File: src/hw/rtl/cst_pkg.sv
// Shared types and constants for the CSV stream tokenizer.
package cst_pkg;

  localparam int unsigned ByteW = 8;
  localparam int unsigned KindW = 2;

  localparam logic [ByteW-1:0] ChSep   = 8'h2C;
  localparam logic [ByteW-1:0] ChQuote = 8'h22;
  localparam logic [ByteW-1:0] ChCr    = 8'h0D;
  localparam logic [ByteW-1:0] ChLf    = 8'h0A;

  typedef enum logic [2:0] {
    MODE_NEW  = 3'd0,
    MODE_UNQ  = 3'd1,
    MODE_QUO  = 3'd2,
    MODE_QQ   = 3'd3,
    MODE_SKIP = 3'd4
  } mode_e;

  typedef enum logic [KindW-1:0] {
    KIND_BYTE  = 2'd0,
    KIND_FIELD = 2'd1,
    KIND_LINE  = 2'd2,
    KIND_DROP  = 2'd3
  } kind_e;

  typedef struct packed {
    logic [ByteW-1:0] in_byte;
    logic             end_of_file;
  } item_t;

  typedef struct packed {
    logic             emit;
    kind_e            kind;
    logic [ByteW-1:0] out_byte;
  } token_t;

endpackage

File: src/hw/rtl/cst_in_stage.sv
// Input register stage of the tokenizer.
module cst_in_stage
  import cst_pkg::*;
(
  input  logic  clk_i,
  input  logic  rst_ni,
  input  logic  valid_i,
  output logic  ready_o,
  input  item_t item_i,
  input  logic  advance_i,
  output logic  valid_o,
  output item_t item_o
);

  logic  valid_q, valid_d;
  item_t item_q;
  logic  load;

  assign ready_o = !valid_q || advance_i;
  assign load    = valid_i && ready_o;

  always_comb begin
    valid_d = valid_q;
    if (load) begin
      valid_d = 1'b1;
    end else if (advance_i) begin
      valid_d = 1'b0;
    end
  end

  always_ff @(posedge clk_i or negedge rst_ni) begin
    if (!rst_ni) begin
      valid_q <= 1'b0;
    end else begin
      valid_q <= valid_d;
    end
  end

  always_ff @(posedge clk_i) begin
    if (load) begin
      item_q <= item_i;
    end
  end

  assign valid_o = valid_q;
  assign item_o  = item_q;

endmodule

File: src/hw/rtl/cst_step.sv
// Parse mode state machine: one character or end-of-file mark per step.
module cst_step
  import cst_pkg::*;
(
  input  logic   clk_i,
  input  logic   rst_ni,
  input  item_t  item_i,
  input  logic   advance_i,
  output token_t token_o
);

  mode_e mode_q, mode_d;
  logic  sep_q, sep_d;
  logic  eof, line_end, is_quote, is_sep;

  assign eof      = item_i.end_of_file;
  assign line_end = !eof && (item_i.in_byte == ChCr || item_i.in_byte == ChLf);
  assign is_quote = !eof && (item_i.in_byte == ChQuote);
  assign is_sep   = !eof && (item_i.in_byte == ChSep);

  // Next mode and separator flag.
  always_comb begin
    mode_d = mode_q;
    sep_d  = sep_q;
    unique case (mode_q)
      MODE_UNQ: begin
        if (eof || line_end) begin
          mode_d = MODE_NEW;
          sep_d  = 1'b0;
        end else if (is_sep) begin
          mode_d = MODE_NEW;
          sep_d  = 1'b1;
        end
      end
      MODE_QUO: begin
        if (eof) begin
          mode_d = MODE_NEW;
          sep_d  = 1'b0;
        end else if (is_quote) begin
          mode_d = MODE_QQ;
        end
      end
      MODE_QQ: begin
        if (eof || line_end) begin
          mode_d = MODE_NEW;
          sep_d  = 1'b0;
        end else if (is_quote) begin
          mode_d = MODE_QUO;
        end else if (is_sep) begin
          mode_d = MODE_NEW;
          sep_d  = 1'b1;
        end else begin
          mode_d = MODE_SKIP;
          sep_d  = 1'b0;
        end
      end
      MODE_SKIP: begin
        if (eof || line_end) begin
          mode_d = MODE_NEW;
          sep_d  = 1'b0;
        end
      end
      default: begin
        // New entry; unreachable codes behave the same way.
        if (eof || line_end) begin
          mode_d = MODE_NEW;
          sep_d  = 1'b0;
        end else if (is_quote) begin
          mode_d = MODE_QUO;
        end else if (is_sep) begin
          mode_d = MODE_NEW;
          sep_d  = 1'b1;
        end else begin
          mode_d = MODE_UNQ;
        end
      end
    endcase
  end

  // Token produced by this step.
  always_comb begin
    token_o.emit     = 1'b0;
    token_o.kind     = KIND_BYTE;
    token_o.out_byte = '0;
    unique case (mode_q)
      MODE_UNQ: begin
        token_o.emit = 1'b1;
        if (eof || line_end) begin
          token_o.kind = KIND_LINE;
        end else if (is_sep) begin
          token_o.kind = KIND_FIELD;
        end else begin
          token_o.out_byte = item_i.in_byte;
        end
      end
      MODE_QUO: begin
        if (eof) begin
          token_o.emit = 1'b1;
          token_o.kind = KIND_DROP;
        end else if (!is_quote) begin
          token_o.emit     = 1'b1;
          token_o.out_byte = item_i.in_byte;
        end
      end
      MODE_QQ: begin
        token_o.emit = 1'b1;
        if (eof || line_end) begin
          token_o.kind = KIND_LINE;
        end else if (is_quote) begin
          token_o.out_byte = ChQuote;
        end else if (is_sep) begin
          token_o.kind = KIND_FIELD;
        end else begin
          token_o.kind = KIND_DROP;
        end
      end
      MODE_SKIP: begin
        token_o.emit = 1'b0;
      end
      default: begin
        if (eof || line_end) begin
          token_o.emit = sep_q;
          token_o.kind = KIND_LINE;
        end else if (is_sep) begin
          token_o.emit = 1'b1;
          token_o.kind = KIND_FIELD;
        end else if (!is_quote) begin
          token_o.emit     = 1'b1;
          token_o.out_byte = item_i.in_byte;
        end
      end
    endcase
  end

  always_ff @(posedge clk_i or negedge rst_ni) begin
    if (!rst_ni) begin
      mode_q <= MODE_NEW;
      sep_q  <= 1'b0;
    end else if (advance_i) begin
      mode_q <= mode_d;
      sep_q  <= sep_d;
    end
  end

endmodule

File: src/hw/rtl/cst_out_stage.sv
// Result register stage of the tokenizer.
module cst_out_stage
  import cst_pkg::*;
(
  input  logic             clk_i,
  input  logic             rst_ni,
  input  logic             load_i,
  input  token_t           token_i,
  input  logic             ready_i,
  output logic             valid_o,
  output kind_e            kind_o,
  output logic [ByteW-1:0] byte_o
);

  logic             valid_q, valid_d;
  kind_e            kind_q;
  logic [ByteW-1:0] byte_q;

  always_comb begin
    valid_d = valid_q;
    if (load_i) begin
      valid_d = 1'b1;
    end else if (ready_i) begin
      valid_d = 1'b0;
    end
  end

  always_ff @(posedge clk_i or negedge rst_ni) begin
    if (!rst_ni) begin
      valid_q <= 1'b0;
    end else begin
      valid_q <= valid_d;
    end
  end

  always_ff @(posedge clk_i) begin
    if (load_i) begin
      kind_q <= token_i.kind;
      byte_q <= token_i.out_byte;
    end
  end

  assign valid_o = valid_q;
  assign kind_o  = kind_q;
  assign byte_o  = byte_q;

endmodule

File: src/hw/rtl/csv_stream_tokenizer_unit.sv
// Top level of the CSV stream tokenizer.
//
// Channel  Direction  tdata           tuser
// s_axis   in         [7:0] in_byte   [0] end_of_file
// m_axis   out        [7:0] out_byte  [1:0] token_kind
//
// Each s_axis transfer, a character or an end-of-file mark, yields at most one
// m_axis token. The item is registered on entry in the input register and is
// parsed into the result register once that register has room for its token,
// if any, which is then valid on m_axis. One item per cycle is sustained while
// m_axis does not stall. A stalled m_axis holds its token and then the input
// register; items that produce no token still move on. Reset clears both valid
// flags and returns to new entry.
module csv_stream_tokenizer_unit
  import cst_pkg::*;
(
  input  logic             clk_i,
  input  logic             rst_ni,
  input  logic             s_axis_tvalid_i,
  output logic             s_axis_tready_o,
  input  logic [ByteW-1:0] s_axis_tdata_i,  // [7:0] in_byte
  input  logic             s_axis_tuser_i,  // [0] end_of_file
  output logic             m_axis_tvalid_o,
  input  logic             m_axis_tready_i,
  output logic [ByteW-1:0] m_axis_tdata_o,  // [7:0] out_byte
  output logic [KindW-1:0] m_axis_tuser_o   // [1:0] token_kind
);

  item_t  in_item;
  item_t  held_item;
  logic   held_valid;
  token_t token;
  logic   advance;
  logic   out_valid;
  kind_e  out_kind;

  assign in_item.in_byte     = s_axis_tdata_i;
  assign in_item.end_of_file = s_axis_tuser_i;

  // The held item is parsed when its token, if any, has room in the result
  // register: that register is empty or is being emptied in this cycle.
  assign advance = held_valid && (!token.emit || !out_valid || m_axis_tready_i);

  cst_in_stage u_in (
    .clk_i     (clk_i),
    .rst_ni    (rst_ni),
    .valid_i   (s_axis_tvalid_i),
    .ready_o   (s_axis_tready_o),
    .item_i    (in_item),
    .advance_i (advance),
    .valid_o   (held_valid),
    .item_o    (held_item)
  );

  cst_step u_step (
    .clk_i     (clk_i),
    .rst_ni    (rst_ni),
    .item_i    (held_item),
    .advance_i (advance),
    .token_o   (token)
  );

  cst_out_stage u_out (
    .clk_i   (clk_i),
    .rst_ni  (rst_ni),
    .load_i  (advance && token.emit),
    .token_i (token),
    .ready_i (m_axis_tready_i),
    .valid_o (out_valid),
    .kind_o  (out_kind),
    .byte_o  (m_axis_tdata_o)
  );

  assign m_axis_tvalid_o = out_valid;
  assign m_axis_tuser_o  = out_kind;

endmodule
File: config.mk
export PLATFORM = sky130hd
export DESIGN_NAME = csv_stream_tokenizer_unit
export DESIGN_NICKNAME = d
export VERILOG_FILES = /design/src/hw/rtl/cst_pkg.sv /design/src/hw/rtl/cst_in_stage.sv /design/src/hw/rtl/cst_step.sv /design/src/hw/rtl/cst_out_stage.sv /design/src/hw/rtl/csv_stream_tokenizer_unit.sv
export SDC_FILE = /design/constraint.sdc
export NUM_CORES = 1
export LEC_CHECK = 0
export BUFFER_PORTS_ARGS = -buffer_cell sky130_fd_sc_hd__buf_4
export CORE_AREA = 2 2 63 65
export DETAILED_ROUTE_END_ITERATION = 16
export DIE_AREA = 0 0 65 67
export REMOVE_ABC_BUFFERS = 1
export SYNTH_ARGS = -nofsm -noshare
export SYNTH_HDL_FRONTEND = slang
export SYNTH_SLANG_ARGS = --single-unit
File: constraint.sdc
create_clock -name clk_i -period 3.8 [get_ports clk_i]
set_clock_uncertainty 0.2 [all_clocks]
set_input_delay 0.57 -clock clk_i [delete_from_list [all_inputs] [get_ports clk_i]]
set_output_delay 0.57 -clock clk_i [all_outputs]
set_load 0.01 [all_outputs]
==> summary.md <==
| Metric | Value |
|---|---|
| Gate Count Post-Synth | around 120 |
| Syn_area_per_cell | between 10 and 15 um2 |
| Clock slew at reported path FFs | about 0.09 ns |
| Required time of the critical path | 3.03 ns |
| Worst EP arrival | about 2.4 ns |
| Smallest hold slack | roughly 0.26 ns |
| Worst-Skew Late Latency | about 0.28 ns |
| Final Hold Vio Count | 0 |
| Top Ports | 25 |
| Via count | 1023 |
| Setup Fix Bufs, Post-CTS | 0 |
| Nets | ~160 |
| First-pass GRT wire length | 4.38 mm |
| Lkg Pwr | roughly 0.59 nW |
| CTS max path bufs | 2 |
| Tightest Pin Transition | 0.857 ns |
| Worst rel slew slack | a little over two fifths |
| Multi-input logic area | around 550 um2 |
| Setup CP Type | reg -> out |
| Final Max Tran Viols | 0 |
| Largest net degree at the start of global routing | 16 |
| Row cnt | 22 |
| Sequential area share after synthesis | ~54% |
| Initial Utilization | between 30% and 40% |
| Layout area overhead | 19.3% |
| Placement Setup Slack | between 0.9 and 1 ns |
| Crit-path max FO | 10 |
| H-tree depth | 1 |
| RSZ-0062 raised after global routing | no |
| Fillers | 340 |
| Startpoint types | register |
| GR Util met1 | ~17% |
| Layout cells sized above 1 | around 24% |
| R2R depth | 6 |
| Max-cap violation count | 0 |
| TritonCTS Buffers | 3 |
| CP startpoint | u_in.item_o[0]$_DFFE_PP_ |
| Die height | ~67 um |
| Worst Hold Class | in -> reg |
| Reg2reg end | u_in.item_o[7]$_DFFE_PP_ |
| Synth Warn # | 0 |
| Peak supply drop | slightly above 0.0002 V |
| Final wirelength | about 2.7 mm |
| Worst r2r src | u_in.item_o[0]$_DFFE_PP_ |
| Crit path time final | 3.13 ns |
| Setup TNS | 0 ns |
| Sink Count | 25 |
| Avg WL per Cell | 13.9 um |
| EDFF count, synth | 19 |
| Register area | between 700 and 800 um2 |
| Antenna cells | 0 |
| Core Footprint | roughly 3600 um2 |
| Synth Cell Area | roughly 1300 um2 |
| Fin util | 43.8% |
| Result of the run | finished, final reports clean |
| GR Util met2 | a little over a fifth |
| Synth unique cells | 42 |
| Die X | 65 um |
| Met3 usage | 1.35% |
| GRT busiest layer | met2 |
| DRT iter0 DRCs | 52 |
| Routed vias/inst | 5.33 |
| HPWL Detailed | between 2 and 2.5 mm |
| Post-route ant nets | 0 |
| Finished Cell Area | between 1500 and 2000 um2 |
| Post-synth ARST share | a little under a quarter |
| Main synth FF type | edfxtp_1 |
| DRT Pass-1 Iters | 4 |
| Post-CTS sizing | 0 |
| Vias in the first global route | slightly above 900 |
| Post-placement cell area | roughly 1500 um2 |
| GP Congestion | between 0.9 and 1 |
| Fmax | around 0.32 GHz |
| Crit end category | output port |
| Most frequent cells in the layout | buf_4, edfxtp_1, nand2_1 |
| # setup viols final | 0 |
| Final Cycle Share | between 80% and 90% |
| Die ar. | 4360 um2 |
| Detailed-route DRC error count | 0 |
| Pwr per Cell Area | approximately 450 nW/um2 |
| Crit path capture | s_axis_tready_o |
| Most common cell after layout, fill and taps aside | buf_4 |
| Clk root buf | clkbuf_8 |
| Total Routing Usage GR | roughly an eighth |
| Total gr overflow | 0 |
| Yosys reg bits | 25 |
| TritonCTS clock tree | built |
| Worst Slack Setup Final | about 0.67 ns |
| Port Buf Inserts | 24 |
| Reg-to-reg slack, setup | 1.07 ns |
| Antenna violations before repair | 0 |
[logic make-up after synthesis]
| kind of cell | synth area share (%) |
|---|---|
| and+or+nand+nor | 25.3 |
| AOI/OAI and AO/OA | 16.1 |
| DFF | 54.4 |
| buffers and inverters | 4.16 |
[layout make-up]
class	count	share of cell area, %
tap	48	3.80
sequential	25	45.6
timing repair buffer	25	12.0
multi-input combinational	87	34.7
inverter	3	0.713
clock inverter	1	0.475
clock buffer	3	2.61
[routing by layer]
layer | share of wire [%] | up-vias | routed length, um
met5 | 0 | - | 0
met4 | 2.6 | 0 | 70
met3 | 6.2 | 7 | 166
met2 | 46 | 39 | 1240
met1 | 45 | 475 | 1190
li1 | - | 502 | -
[cell usage after synthesis (2+ instances only)]
master     number  share of area (%)
and2_1          9                4.3
o21bai_1        2                1.1
dfrtp_1         6                 11
nand3_1         4                1.5
nor3_1          9                3.4
nand2_1        11                3.1
o21ai_0         5                1.9
a211oi_1        3                1.7
buf_4           3                1.7
nor2_1          7                2.0
inv_1           3               0.85
nor4_1          2               0.95
edfxtp_1       19                 43
nand2b_1        2               0.95
or3b_1          2                1.3
a2bb2oi_1       2                1.3
nand3b_1        2                1.1
a21oi_1         3                1.1
or3_1           2               0.95
buf_2           2               0.76
a21o_1          2                1.1
[state kept, by name, indices dropped and copies added (netlist names)]
name / flops
u_in.item_o: 9
u_out.byte_o: 8
u_step.mode_q: 3
u_out.kind_o: 2
u_in.valid_o: 1
u_out.valid_o: 1
u_step.sep_q: 1
[per-stage QoR]
stage | power, mW | cells
floorplan | 0.478 | 115
global placement | 0.554 | 187
detailed placement | 0.552 | 187
CTS | 0.717 | 192
global route | 0.749 | 192
finish | 0.709 | 192
[power breakdown]
group | switching (mW) | internal (mW)
clock network | 0.0899 | 0.0745
logic | 0.0982 | 0.0779
registers | 0.0303 | 0.338
[repair_timing]
| action | in CTS | in global routing |
|---|---|---|
| hold buffers | 1 | 0 |
| endpoints found under the hold margin | 6 | 0 |
| setup endpoints to repair | 0 | 0 |
[worst min path at each step]
| stage | start | to | cells past startpoint |
|---|---|---|---|
| after global placement | rst_ni | u_step.sep_q$_DFFE_PN0P_ | 1 |
| final | s_axis_tuser_i | u_in.item_o[0]$_DFFE_PP_ | 1 |
| after detailed placement | rst_ni | u_step.mode_q[0]$_DFFE_PN0P_ | 1 |
| after CTS | s_axis_tuser_i | u_in.item_o[0]$_DFFE_PP_ | 1 |
| after global routing | s_axis_tdata_i[1] | u_in.item_o[2]$_DFFE_PP_ | 1 |
| after floorplan | rst_ni | u_in.valid_o$_DFFE_PN0P_ | 0 |
[worst max-delay path: stages (launching register included)]
cell and delay (ns):
edfxtp_1 0.54, or3b_4 0.45, or3_1 0.48, nand3_2 0.12
nand2_1 0.05, nand3_1 0.19, or2_2 0.14, buf_4 0.11
No activity file was read; power rests on OpenSTA's default activity.
